## src/hdl/wf3_pkg.sv

```systemverilog
`timescale 1ns / 1ps

package wf3_pkg;

	// Line store geometry
	localparam int MAX_WIDTH = 1024;
	localparam int COL_W     = $clog2(MAX_WIDTH);

	// Fixed field widths
	localparam int PIX_W      = 8;
	localparam int FW_W       = 11;
	localparam int FH_W       = 12;
	localparam int MODE_W     = 2;
	localparam int CFG_IDX_W  = 2;
	localparam int CFG_DATA_W = 12;

	// Result buffer
	localparam int FIFO_AW    = 3;
	localparam int FIFO_DEPTH = 1 << FIFO_AW;
	localparam int CNT_W      = $clog2(FIFO_DEPTH + 1);

	// floor(s/9) = (s * MEAN_RECIP) >> MEAN_SHIFT for every 9-pixel sum
	localparam int SUM_W      = 12;
	localparam int RECIP_W    = 13;
	localparam logic [RECIP_W-1:0] MEAN_RECIP = 13'd7282;
	localparam int MEAN_SHIFT = 16;

	// Register indexes
	localparam logic [CFG_IDX_W-1:0] REG_MODE   = 2'd0;
	localparam logic [CFG_IDX_W-1:0] REG_WIDTH  = 2'd1;
	localparam logic [CFG_IDX_W-1:0] REG_HEIGHT = 2'd2;

	// Filter modes (any other code acts as median)
	localparam logic [MODE_W-1:0] MODE_GAUSS  = 2'd0;
	localparam logic [MODE_W-1:0] MODE_MEAN   = 2'd1;
	localparam logic [MODE_W-1:0] MODE_MEDIAN = 2'd2;

	typedef logic [PIX_W-1:0] pix_t;
	typedef logic [8:0][PIX_W-1:0] win_t;

	typedef struct packed {
		logic [MODE_W-1:0] mode;
		logic [FW_W-1:0]   width;
		logic [FH_W-1:0]   height;
	} cfg_t;

	typedef struct packed {
		logic emit;
		logic frame_end;
	} ctrl_t;

	typedef struct packed {
		pix_t filtered;
		logic frame_end;
	} result_t;

endpackage

```

## src/hdl/wf3_kernel.sv

```systemverilog
`timescale 1ns / 1ps

module wf3_kernel import wf3_pkg::*; (
	input  logic              clk,
	input  logic              arst_n,
	input  logic [MODE_W-1:0] mode,
	input  win_t              win,
	input  ctrl_t             ctrl_s2,
	output logic              push,
	output result_t           push_data
);

	ctrl_t            ctrl_s3;
	logic [SUM_W-1:0] gsum_s3;
	logic [SUM_W-1:0] msum_s3;
	logic [8:0]       lt_s3 [9];
	logic [8:0]       le_s3 [9];
	win_t             win_s3;

	logic [9:0]       corners;
	logic [9:0]       edges;
	logic [SUM_W+RECIP_W-1:0] prod;
	pix_t             mean_px;
	pix_t             med_px;
	pix_t             res_px;

	// Stage 2 sums
	assign corners = 10'(win[0]) + 10'(win[2]) + 10'(win[6]) + 10'(win[8]);
	assign edges   = 10'(win[1]) + 10'(win[3]) + 10'(win[5]) + 10'(win[7]);

	always_ff @(posedge clk or negedge arst_n) begin
		if (!arst_n)
			ctrl_s3 <= '0;
		else
			ctrl_s3 <= ctrl_s2;
	end

	// Stage 2: sums and the pairwise compare matrix
	always_ff @(posedge clk) begin
		if (ctrl_s2.emit) begin
			gsum_s3 <= SUM_W'({win[4], 2'b00}) + SUM_W'({edges, 1'b0}) + SUM_W'(corners);
			msum_s3 <= SUM_W'(corners) + SUM_W'(edges) + SUM_W'(win[4]);
			win_s3  <= win;
			for (int i = 0; i < 9; i++) begin
				for (int j = 0; j < 9; j++) begin
					lt_s3[i][j] <= win[j] <  win[i];
					le_s3[i][j] <= win[j] <= win[i];
				end
			end
		end
	end

	// Stage 3: mean by reciprocal
	assign prod    = (SUM_W+RECIP_W)'(msum_s3) * (SUM_W+RECIP_W)'(MEAN_RECIP);
	assign mean_px = prod[MEAN_SHIFT +: PIX_W];

	// Stage 3: median is the first value with at most four below and at least five at or below
	always_comb begin
		logic found;
		found  = 1'b0;
		med_px = win_s3[4];
		for (int i = 0; i < 9; i++) begin
			if (!found && ($countones(lt_s3[i]) <= 4) && ($countones(le_s3[i]) >= 5)) begin
				med_px = win_s3[i];
				found  = 1'b1;
			end
		end
	end

	// Select the filter output
	always_comb begin
		case (mode)
			MODE_GAUSS:  res_px = gsum_s3[SUM_W-1:4];
			MODE_MEAN:   res_px = mean_px;
			MODE_MEDIAN: res_px = med_px;
			default:     res_px = med_px;
		endcase
	end

	assign push      = ctrl_s3.emit;
	assign push_data = '{filtered: res_px, frame_end: ctrl_s3.frame_end};

endmodule

```

## config.mk

```make
export PLATFORM = sky130hd
export DESIGN_NAME = wf3_kernel
export DESIGN_NICKNAME = d
export VERILOG_FILES = /design/src/hdl/wf3_pkg.sv /design/src/hdl/wf3_kernel.sv
export SDC_FILE = /design/constraint.sdc
export NUM_CORES = 1
export LEC_CHECK = 0
export ABC_CLOCK_PERIOD_IN_PS = 6600
export BUFFER_PORTS_ARGS = -buffer_cell sky130_fd_sc_hd__buf_2
export CAP_MARGIN = 20
export CORE_ASPECT_RATIO = 0.7
export CORE_MARGIN = 2
export CORE_UTILIZATION = 64
export DETAILED_ROUTE_END_ITERATION = 8
export PLACE_DENSITY_LB_ADDON = 0.08
export SKIP_LAST_GASP = 1
export SYNTH_ARGS = -nofsm -noshare
export SYNTH_HDL_FRONTEND = slang
export SYNTH_SLANG_ARGS = --single-unit
export TNS_END_PERCENT = 10
```

## constraint.sdc

```tcl
create_clock -name clk -period 6.6 [get_ports clk]
set_input_delay 0.66 -clock clk [delete_from_list [all_inputs] [get_ports clk]]
set_output_delay 0.66 -clock clk [all_outputs]
set_load 0.01 [all_outputs]
```

Word level (Yosys, flattened, before mapping) --
Memories as Yosys holds them, arrays and structs flattened. Cells that the tools add are included.
Operators by class: add/sub/neg operators 154, multipliers 1, $lt $le $gt $ge 180, equality and inequality tests 1, muxes and demuxes 20, reductions and logical operators 26
Operators by type and width (number):
- <= comparator 8 bit | 81
- < comparator 8 bit | 81
- adder 1 x 1 -> 2 bit | 72
- adder 2 x 2 -> 3 bit | 36
- adder 4 x 1 -> 5 bit | 18
- adder 3 x 3 -> 4 bit | 18
- two-way mux 8 bit | 9
- >= comparator 5 x 3 -> 1 bit, second input constant | 9
- <= comparator 5 x 3 -> 1 bit, second input constant | 9
- multiplier 12 x 12 -> 23 bit, second input constant | 1
- adder 10 x 8 -> 10 bit | 2
- adder 9 x 8 -> 10 bit | 2
- adder 8 x 8 -> 9 bit | 2
- logical AND 1 bit | 17
- one-hot mux 8 bit (2 select lines) | 1
- adder 10 x 11 -> 12 bit | 1
- adder 11 x 8 -> 12 bit | 1
- adder 12 x 10 -> 12 bit | 1
- adder 10 x 10 -> 11 bit | 1
- two-way mux 1 bit | 10
- logical NOT 1 bit | 8
- equality test 2 x 1 -> 1 bit, second input constant | 1
- logical NOT 2 bit | 1
Word-level totals: register bits 98, RAM bits 162, bits of input ports 78, logic and storage cells 397, memories kept 2
Memory list:
- le_s3 | depth 9, bits a word 9, rd ports 9, clocked after Yosys merged registers in 0, wr ports 9, RTL line wf3_kernel.sv:17 | logic [8:0] le_s3 [9];
- lt_s3 | depth 9, bits a word 9, rd ports 9, clocked after Yosys merged registers in 0, wr ports 9, RTL line wf3_kernel.sv:16 | logic [8:0] lt_s3 [9];

Longest topological paths before layout --
An unclocked memory read counts as a cell.
depth in word-level cells 41, mapped depth 19, gate-level depth less buffers 19

Worst setup path after synthesis --
OpenSTA, ideal clock, no wires.
path kind register to output, from memory lt_s3[1][0], to output push_data[6] (netlist name), arrival time 4.253 ns, required time 5.940 ns, setup slack 1.687 ns, cell stages (with the launch flop) 17, buffers on the path 1, path through edfxtp_1 -> ha_1 -> inv_1 -> fa_1 -> fa_1 -> inv_1 -> fa_1 -> fa_1 -> o21bai_1 -> a21boi_1 -> a211oi_4 -> a2111oi_4 -> nand4_1 -> buf_2 -> o22ai_1 -> a211oi_1 -> a211oi_1
RTL lines:
- from (decl) | RTL line wf3_kernel.sv:16
- to (decl) | RTL line wf3_kernel.sv:10 | output result_t push_data

==> flow_summary.toml <==
[synthesis]
async_flop_share = 0.00840
synth_top_area_frac = 0.317
synth_commonest_cells = "446 x ha_1, 381 x inv_1, 236 x edfxtp_1"
synth_cells = 2057
ys_top_cells_by_area = "edfxtp_1 32%, ha_1 25%, fa_1 14%"
synth_area_per_cell_um2 = 10.9
synth_ff_type = "edfxtp_1"
netlist-cell-type-count = 67
synth_fp_nets = 2732
synth_edf_count = 236
ys_warn_count = 0
synth_area_um2 = 22300
yosysTopAreaCell = "edfxtp_1"
ys_ff_latch = 238
synth-seq-area-share = 0.319
synth_most_common_cell = "ha_1"

[placement]
place_congestion = 0.961
dp_slack_ns = 0.578
post_dp_cell_area_um2 = 23500
dpl.hpwl_um = 54600
numPortBuffers = 87

[sta]
relSlewSlack = 0.147
worstMarginPinSlew_ns = 1.27
whs_ns = 0.209
tns_ns = 0
finalSetupViolCount = 0
rsz0062_at_grt = "no"
fin_crit_sh = 0.945
max_freq_mhz = 160
period_needed_ns = 6.23
maxSlewViolCount = 0
hold_viol_final = 0
setup_ws_ns = 0.365

[detailed_routing]
m1WireLength_um = 28400
viasPerCell = 6.24
vias = 16695
dr_wl_met3_um = 10100
routedWlPerCell_um = 25.9
drt_iter0_markers = 1859
top_layer = "met4"
wl_met2_um = 27900
drc = 0
routed_wl_um = 69200
drtPass1Iterations = 6
ant_nets = 0

[worst_setup_path]
crit_type = "flip-flop to output pin"
cp_top_family = "adder cells"
cp-start-kind = "flip-flop"
end_kind = "output pin"
crit_fanout = 10
critical_path.max_stage_delay_ns = 0.56
cp.arrival_ns = 5.57
critPathBufInv = 4
critPathSlowestCell = "fa_1"
cp.required_ns = 5.94
worstPathCellList = "fa_1 -> inv_1 -> fa_1 -> inv_1 -> ha_1 -> fa_1 -> fa_1 -> nor2_1 -> o21ai_0 -> a211oi_1 -> buf_4 -> nor3b_1 -> nand3_4 -> o221ai_1 -> o21ai_1 -> a22o_1 -> buf_2"
path_common_cell = "fa_1"

[grt]
grt_pass1_wl_um = 102000
grt_usage = 0.392
antenna_found_initial = 3
grt_pass1_vias = 16757
grt_overflow_total = 0
grt_max_degree = 182

[floorplanning]
fp.dieH_um = 160
pin_count = 88
coreArea_um2 = 34500
die_w_um = 227
rows = 57
initial_core_util = 0.647
dieArea_um2 = 36500

[layout]
area_growth_pct = 9.09
nFillCells = 2601
final_nets = 2858
seqCellArea_um2 = 7140
drive_gt1_frac = 0.0913
multi_input_area_um2 = 13700
stdcell_area_um2 = 24400

[clock_network]
cts-root-buf = "clkbuf_16"
cts_tree = "yes"
cts_buffer_depth = 3
postCtsResizedCells = 0
cts_max_level = 1
cts_made_buffers = 25
path_clk_slew_ns = 0.07
clock-sinks = 238

[worst_hold_path]
min_path_type = "input port to flip-flop"
hold_end = "push_data[0]"
hp-start = "ctrl_s2[0]"
hold_depth = 1

[flow_run]
cap_violations = 0

[status]
outcome = "complete, no violations"
cells by family after synthesis:
logic type | Yosys count | share of synthesized area
muxes | 3 | 0.00134
buffers and inverters | 390 | 0.0667
adders and majority gates | 597 | 0.385
and+or+nand+nor | 380 | 0.0927
DFF | 238 | 0.319
AOI/OAI and AO/OA | 410 | 0.120
xor gates and xnor gates | 39 | 0.0153
how the worst max path moves through the flow:
stage,startpoint,endpoint,slack [ns],depth (start not counted)
2_1_floorplan,lt_s3[1][0],push_data[6],1.69,16
3_3_place_gp,lt_s3[1][0],push_data[2],0.77,15
3_5_place_dp,le_s3[3][1],push_data[3],0.58,17
4_1_cts,lt_s3[3][0],push_data[7],0.24,16
5_1_grt,lt_s3[0][1],push_data[3],0.17,16
6_report,lt_s3[7][0],push_data[7],0.37,17
per-layer routing:
metal,vias to the layer above,track usage
met4,0,0.134
met1,8087,0.560
met5,-,0
met3,186,0.151
met2,887,0.546
li1,7535,-
sequential cells by signal (all words and copies together), names as in the netlist:
register   flops
lt_s3         72
le_s3         72
msum_s3       12
win_s3        72
push_data      1
push           1
gsum_s3        8
area by class of cell:
cell class,instances,area share
clock inverters,17,0.00996
diodes,2,0.000205
well taps,472,0.0242
inverters,381,0.0587
clock buffers,28,0.0261
flip-flops and latches,238,0.293
repair buffers,108,0.0254
multi-input cells,1429,0.563
stage by stage:
step / cells / util
floorplan: 2057 / -
global placement: 2623 / 0.679
detailed placement: 2623 / 0.679
CTS: 2670 / 0.705
global route: 2674 / 0.706
finish: 2675 / 0.706
repair_timing:
action	CTS	global route
cloned	0	0
setup buffers	1	3
hold endpoints to repair	2	0
hold buffers	1	0
endpoints found under the setup margin	1	1
pin swaps	1	1
cell usage in the layout, fill, tap and decap left out, drive strengths merged, types with 3 or more instances in the layout:
master    instances
nor3b             6
nor2            115
a22oi             4
xnor2            27
ha              446
o221ai            6
nor2b            47
xor2             12
a21oi            77
or3               4
o211ai            8
a21boi            9
inv             386
o21ai           121
nand3            13
a221oi            3
a2111oi           4
nand2b           41
bufinv            5
or2              37
a31oi             6
o21a              6
o21bai           13
clkinv            3
clkbuf           28
buf             107
o22ai            11
a211o             6
fa              151
and2              4
o2111ai           3
mux2i             3
nand2            23
a211oi           46
nor3              4
clkinvlp          4
a21o             77
nand4            76
edfxtp          236
Power is not shown: default switching activity piles up to over one toggle a cycle in this logic, so the estimate is an artifact.
