File: config.mk
export PLATFORM = sky130hd
export DESIGN_NAME = wf3_out_fifo
export DESIGN_NICKNAME = d
export VERILOG_FILES = /design/src/hdl/wf3_pkg.sv /design/src/hdl/wf3_out_fifo.sv
export SDC_FILE = /design/constraint.sdc
export NUM_CORES = 1
export LEC_CHECK = 0
export ABC_AREA = 1
export BUFFER_PORTS_ARGS = -buffer_cell sky130_fd_sc_hd__clkbuf_2
export CAP_MARGIN = 40
export CORE_MARGIN = 4
export CORE_UTILIZATION = 55
export DETAILED_ROUTE_END_ITERATION = 7
export PLACE_DENSITY = 0.73
export SLEW_MARGIN = 5
export SYNTH_ARGS = -nofsm -noshare
export SYNTH_HDL_FRONTEND = slang
export SYNTH_SLANG_ARGS = --single-unit
File: constraint.sdc
create_clock -name clk -period 1.9 [get_ports clk]
set_clock_uncertainty 0.05 [all_clocks]
set_input_delay 0.095 -clock clk [delete_from_list [all_inputs] [get_ports clk]]
set_output_delay 0.095 -clock clk [all_outputs]
set_load 0.01 [all_outputs]
File: src/hdl/wf3_pkg.sv
`timescale 1ns / 1ps

package wf3_pkg;

	// Line store geometry
	localparam int MAX_WIDTH = 1024;
	localparam int COL_W     = $clog2(MAX_WIDTH);

	// Fixed field widths
	localparam int PIX_W      = 8;
	localparam int FW_W       = 11;
	localparam int FH_W       = 12;
	localparam int MODE_W     = 2;
	localparam int CFG_IDX_W  = 2;
	localparam int CFG_DATA_W = 12;

	// Result buffer
	localparam int FIFO_AW    = 3;
	localparam int FIFO_DEPTH = 1 << FIFO_AW;
	localparam int CNT_W      = $clog2(FIFO_DEPTH + 1);

	// floor(s/9) = (s * MEAN_RECIP) >> MEAN_SHIFT for every 9-pixel sum
	localparam int SUM_W      = 12;
	localparam int RECIP_W    = 13;
	localparam logic [RECIP_W-1:0] MEAN_RECIP = 13'd7282;
	localparam int MEAN_SHIFT = 16;

	// Register indexes
	localparam logic [CFG_IDX_W-1:0] REG_MODE   = 2'd0;
	localparam logic [CFG_IDX_W-1:0] REG_WIDTH  = 2'd1;
	localparam logic [CFG_IDX_W-1:0] REG_HEIGHT = 2'd2;

	// Filter modes (any other code acts as median)
	localparam logic [MODE_W-1:0] MODE_GAUSS  = 2'd0;
	localparam logic [MODE_W-1:0] MODE_MEAN   = 2'd1;
	localparam logic [MODE_W-1:0] MODE_MEDIAN = 2'd2;

	typedef logic [PIX_W-1:0] pix_t;
	typedef logic [8:0][PIX_W-1:0] win_t;

	typedef struct packed {
		logic [MODE_W-1:0] mode;
		logic [FW_W-1:0]   width;
		logic [FH_W-1:0]   height;
	} cfg_t;

	typedef struct packed {
		logic emit;
		logic frame_end;
	} ctrl_t;

	typedef struct packed {
		pix_t filtered;
		logic frame_end;
	} result_t;

endpackage

File: src/hdl/wf3_out_fifo.sv
`timescale 1ns / 1ps

module wf3_out_fifo import wf3_pkg::*; (
	input  logic    clk,
	input  logic    arst_n,
	input  logic    push,
	input  result_t push_data,
	output logic    out_valid,
	input  logic    out_ready,
	output result_t out_data
);

	result_t            buf_q [FIFO_DEPTH];
	logic [FIFO_AW-1:0] wr_ptr_q;
	logic [FIFO_AW-1:0] rd_ptr_q;
	logic [CNT_W-1:0]   cnt_q;
	logic               pop;

	assign out_valid = cnt_q != '0;
	assign pop       = out_valid && out_ready;
	assign out_data  = buf_q[rd_ptr_q];

	// Advance pointers and occupancy
	always_ff @(posedge clk or negedge arst_n) begin
		if (!arst_n) begin
			wr_ptr_q <= '0;
			rd_ptr_q <= '0;
			cnt_q    <= '0;
		end else begin
			if (push)
				wr_ptr_q <= wr_ptr_q + FIFO_AW'(1);
			if (pop)
				rd_ptr_q <= rd_ptr_q + FIFO_AW'(1);
			case ({push, pop})
				2'b10:   cnt_q <= cnt_q + CNT_W'(1);
				2'b01:   cnt_q <= cnt_q - CNT_W'(1);
				default: cnt_q <= cnt_q;
			endcase
		end
	end

	// Store results
	always_ff @(posedge clk) begin
		if (push)
			buf_q[wr_ptr_q] <= push_data;
	end

	a_no_overflow: assert property (@(posedge clk) disable iff (!arst_n)
		push && !pop |-> cnt_q != CNT_W'(FIFO_DEPTH))
		else $error("result buffer overflow");

endmodule
==> Word level (Yosys, flattened, before mapping) <==
Memories as Yosys holds them, arrays and structs flattened.
Cells that the tools add are included.
{ "word_totals": {"wordCells": 16, "latchBits": 0, "memories": 1, "out_inout_bits": 10, "mem_bits_rw": 72, "mem_bits_ro": 0, "register_bits": 10} }
{ "classes": {"n_reduce_logical": 3, "n_bitwise": 0, "n_mux": 3, "eq_ne": 2, "shifts": 0, "magnitude_cmp": 0, "mul": 0, "addsub": 4, "div_mod_pow": 0} }
{ "memory_table": {"columns": ["name", "words", "word_bits", "rd", "rd_clocked_by_memory_dff", "wr", "line_no", "rtl"], "rows": [
  ["buf_q", 8, 9, 1, 0, 1, "wf3_out_fifo.sv:13", "result_t buf_q [FIFO_DEPTH];"]
]} }
{ "ops": {"columns": ["cell", "count"], "rows": [
  ["case mux 4 bit (2 select lines)", 1],
  ["adder 3 x 1 -> 3 bit, second input constant", 2],
  ["adder 4 x 1 -> 4 bit, second input constant", 1],
  ["nonzero test 4 bit", 1],
  ["subtractor 4 x 1 -> 4 bit, second input constant", 1],
  ["== test 2 x 1 -> 1 bit, second input constant", 1],
  ["== test 2 bit, second input constant", 1],
  ["2-to-1 mux 1 bit", 2],
  ["nonzero test 2 bit", 1],
  ["logical AND 1 bit", 1]
]} }

==> Depth between registers and ports, before layout <==
{ "depth": {"depth_word": 4, "ltp_mapped": 13, "mapped_depth_nobuf": 13} }

==> Worst setup path after synthesis <==
No wires, ideal clock.
{ "synth_timing": {"kind": "register to register", "start": "register cnt_q[0]", "end": "register cnt_q[2]", "setup_slack_ns": 0.066, "t_arrival_ns": 1.656, "path_buffers": 0, "path_stages_with_launch": 12, "synth_period_minus_slack_ns": 1.834, "cell_sequence": "dfrtp_1 -> nor2_1 -> nand3_1 -> nand2_2 -> inv_2 -> ha_1 -> nand2_1 -> nand2_1 -> ha_1 -> a21oi_1 -> xor2_1 -> o21ai_0"} }
{ "synth_via": {"elab_chain_cells": 4} }
{ "synth_rtl": {"columns": ["item", "line_no", "rtl"], "rows": [
  ["from (decl)", "wf3_out_fifo.sv:16", "logic [CNT_W-1:0] cnt_q;"],
  ["from (signal assigned)", "wf3_out_fifo.sv:35", "2'b10: cnt_q <= cnt_q + CNT_W'(1);"],
  ["from (signal assigned)", "wf3_out_fifo.sv:36", "2'b01: cnt_q <= cnt_q - CNT_W'(1);"],
  ["from (signal assigned)", "wf3_out_fifo.sv:37", "default: cnt_q <= cnt_q;"],
  ["nonzero test 4 bit *", "wf3_out_fifo.sv:19", "assign out_valid = cnt_q != '0;"],
  ["net out_valid", "wf3_out_fifo.sv:8", "output logic out_valid,"],
  ["logical AND 1 bit *", "wf3_out_fifo.sv:20", "assign pop = out_valid && out_ready;"],
  ["== test 2 x 1 -> 1 bit / == test 2 bit (equally long branches)", "wf3_out_fifo.sv:34", "case ({push, pop})"],
  ["case mux 4 bit (2 select lines) / nonzero test 2 bit (equally long branches)", null, null]
]} }
The timed path passes the listed nets; every way through them passes the cells marked *.
A chain may end at the register's enable or synchronous reset.

==> results by group <==
Outcome
  – Status: complete, no violations

Finish
  – Area Growth Syn to Fin: 17.16%
  – Nets: 372
  – Layout cell share with drive strength beyond 1: 18.99%
  – Number of diodes: 0
  – Util after Layout: 67.48%

Clock network
  – TritonCTS clock tree: built
  – CTS Buffer Depth: 2
  – Later-pin clock latency in the skew report: 330 ps
  – Clock root buffer: clkbuf_8
  – Num CTS Buffers: 9
  – Sinks on Clock Net: 82
  – Htree depth: 3
  – Clock transition at path regs: 80 ps

Drt
  – Wire length per cell: 16.24 um
  – Mean number of vias per cell: 5.203
  – Post-route DRC: 0
  – TritonRoute pass-1 iters: 4
  – Antenna viol nets, final: 0
  – Final WL: 7034 um
  – Vias post-DR: 2253
  – Detailed router's first-iteration violation count: 177

Die
  – # rows: 28
  – Initial core utilization: 57.60%
  – Die Y: 87.44 um
  – Die W: 87.44 um
  – Core ar.: 6026 um2
  – Die ar.: 7646 um2
  – I/O pin count: 23

Pwr
  – P_leak: 1.593 nW
  – Switching Fraction: 36.83%
  – Sequential share of power: 40.2%
  – P_sw: 2.146 mW
  – VDD IR max: 757.7 uV
  – Pwr dens: 1433 nW/um2
  – Clk pwr share: 17.6%
  – Logic pwr share: 42.3%
  – Internal power: 3.681 mW

Yosys
  – Synthesized area: 3471 um2
  – EDFF count, synth: 72
  – Mapped Cells: 299
  – Ys async rst share: 12.20%
  – Avg Cell Area, Syn: 11.61 um2
  – Ys flop type: edfxtp_1
  – Syn Nets: 317
  – Register area share after synthesis: 69.50%
  – Top cell type's share of synthesized area: 62.29%
  – Synth warn: 0
  – Cell taking the most area after synthesis: edfxtp_1
  – Yosys reg bits: 82
  – Ranking of synthesized cells by area: edfxtp_1, dfrtp_1, nor2_1, nand2_1, o21ai_1
  – Library cells used by synthesis: 24

Setup path
  – Worst EP arrival: 1660 ps
  – Flop2flop setup slack: 110 ps
  – CP max stage delay: 440 ps
  – Worst-path fanout max: 10
  – R2r endpoint: cnt_q[2]
  – WP data required: 1750 ps
  – Setup Crit Path Kind: reg -> out
  – CP endpoint kind: primary output
  – CP max-delay cell: dfrtp_2
  – Startpoint Class: flip-flop
  – Register-to-Register Path Depth: 11
  – Crit path cell chain: buf_4, buf_12, nor2_1, nor2_1, o21ai_1, o21ai_1, nand2_1, nand2_1, clkbuf_2
  – R2R Path Start: cnt_q[1]

STA
  – Final hold violation count: 0
  – Fmax: 0.5525 GHz
  – Clock period minus worst slack: 1810 ps
  – Slew Limit Fails: 0
  – Final setup violation count: 0
  – Slew @ Worst Pin: 406.4 ps
  – PnR worst setup slack: 90.18 ps
  – Slew Limit Headroom: 72.74%
  – Tcrit/Tclk final: 95.25%
  – Setup tns final: 0 ps

Run
  – Max-Cap Viols: 0

Placed design
  – Dpl ws: -4.162 ps
  – Port Buffer Count: 22
  – Post-DP HPWL: 4320 um
  – GP Congestion: 0.8431

Global routing
  – Largest net degree at the start of global routing: 38
  – Total congestion overflow: 0
  – First-pass GRT wire length: 11060 um
  – All-Layer GR Usage: 19.87%
  – Vias in the first global route: 2249
  – Initial antenna violation count: 0

Min path
  – Hold path cells: 1
  – Worst Hold Endpoint: buf_q[7][6]
  – HP Class: in -> reg
  – Hold_sp: push_data[6]
[worst max-delay path, delay by kind of cell, from the launching register on]
kind	cells	cell delay, ps
AOI/OAI and AO/OA	2	160
buffers and inverters	3	420
DFF	1	440
and+or+nand+nor	4	300
[how the worst max path moves through the flow]
stage | startpoint | endpoint | slack, ps
after floorplan | cnt_q[0] | cnt_q[2] | 70
after global placement | cnt_q[1] | cnt_q[2] | 120
after detailed placement | cnt_q[1] | cnt_q[2] | -4
after CTS | cnt_q[1] | cnt_q[2] | 5
after global routing | rd_ptr_q[0] | out_data[0] | -10
final | rd_ptr_q[0] | out_data[3] | 90
[metal layers]
metal | vias up | track usage [%] | share of wire (%)
met1 | 1044 | 26.33 | 41
met2 | 67 | 33.15 | 51
met5 | - | 0 | 0
met4 | 0 | 7.810 | 1.3
met3 | 11 | 2.838 | 6.4
li1 | 1131 | - | -
[registers in the layout (all words and copies together) (netlist names)]
| register | cells |
|---|---|
| buf_q | 72 |
| rd_ptr_q | 3 |
| wr_ptr_q | 3 |
| cnt_q | 4 |
[cells in the mapped netlist (2+ instances only)]
cell and n:
nor2_1 64, nand2_1 51, dfrtp_1 10, edfxtp_1 72, o21ai_1 30, xor2_1 5, o21ai_0 27, ha_1 5
buf_4 2, nand3_1 4, buf_6 5, inv_1 10, buf_2 3
[area by class of cell]
cell class	count	area, um2
Clock buffer	10	127.6
Clock inverter	5	22.52
Fill cell	464	1959
Inverter	13	61.31
Multi-Input combinational cell	192	904.6
Sequential cell	82	2414
Tap cell	75	93.84
Timing Repair Buffer	56	442.9
[cell families (layout without fill, tap and decap cells)]
kind of cell / count (synthesis) / in the layout / synth area share [%]
simple gates: 123 / 123 / 13.77
flops: 82 / 82 / 69.50
compound gates: 58 / 58 / 8.363
buf+inv: 25 / 84 / 5.046
xor+xnor: 6 / 6 / 1.514
fa+ha+maj: 5 / 5 / 1.802
[per-stage QoR]
step           cells  power [mW]  hold slack, ps  cell area (um2)
6_report         433       5.826           2.693             4066
3_3_place_gp     402       4.525          -75.63             3714
3_5_place_dp     402       4.601          -72.78             3714
2_1_floorplan    299       3.984          -250.6             3471
5_1_grt          433       6.246           14.85             4066
4_1_cts          427       5.650           3.003             3963
[repair_timing]
action / CTS / global route
buffers inserted: 1 / 5
setup endpoints to repair: 5 / 4
gates resized for setup: 2 / 8
pin swaps: 0 / 2
hold buffers: 9 / 0
cloned: 0 / 1
endpoints found under the hold margin: 49 / 0
[placed cells by master (no fill, tap or decap), types with 2 or more instances in the layout]
cell type	netlist	layout
edfxtp_1	72	72
nor2_1	64	64
nand2_1	51	51
o21ai_1	30	32
o21ai_0	27	25
clkbuf_2	0	22
buf_4	2	21
inv_1	10	9
clkbuf_8	0	9
dfrtp_1	10	9
dlygate4sd3_1	0	9
xor2_1	5	5
ha_1	5	4
clkinv_1	1	3
nand3_1	4	3
clkinv_2	0	3
buf_12	1	3
inv_2	1	2
[power groups by stage]
| stage | Combinational, mW | Sequential, mW | Clock (mW) |
|---|---|---|---|
| 2_1_floorplan | 1.62 | 2.36 | 0 |
| 3_3_place_gp | 2.13 | 2.40 | 0 |
| 3_5_place_dp | 2.19 | 2.41 | 0 |
| 4_1_cts | 2.23 | 2.37 | 1.04 |
| 5_1_grt | 2.76 | 2.36 | 1.13 |
| 6_report | 2.46 | 2.34 | 1.02 |
No activity file was read; power rests on OpenSTA's default activity.
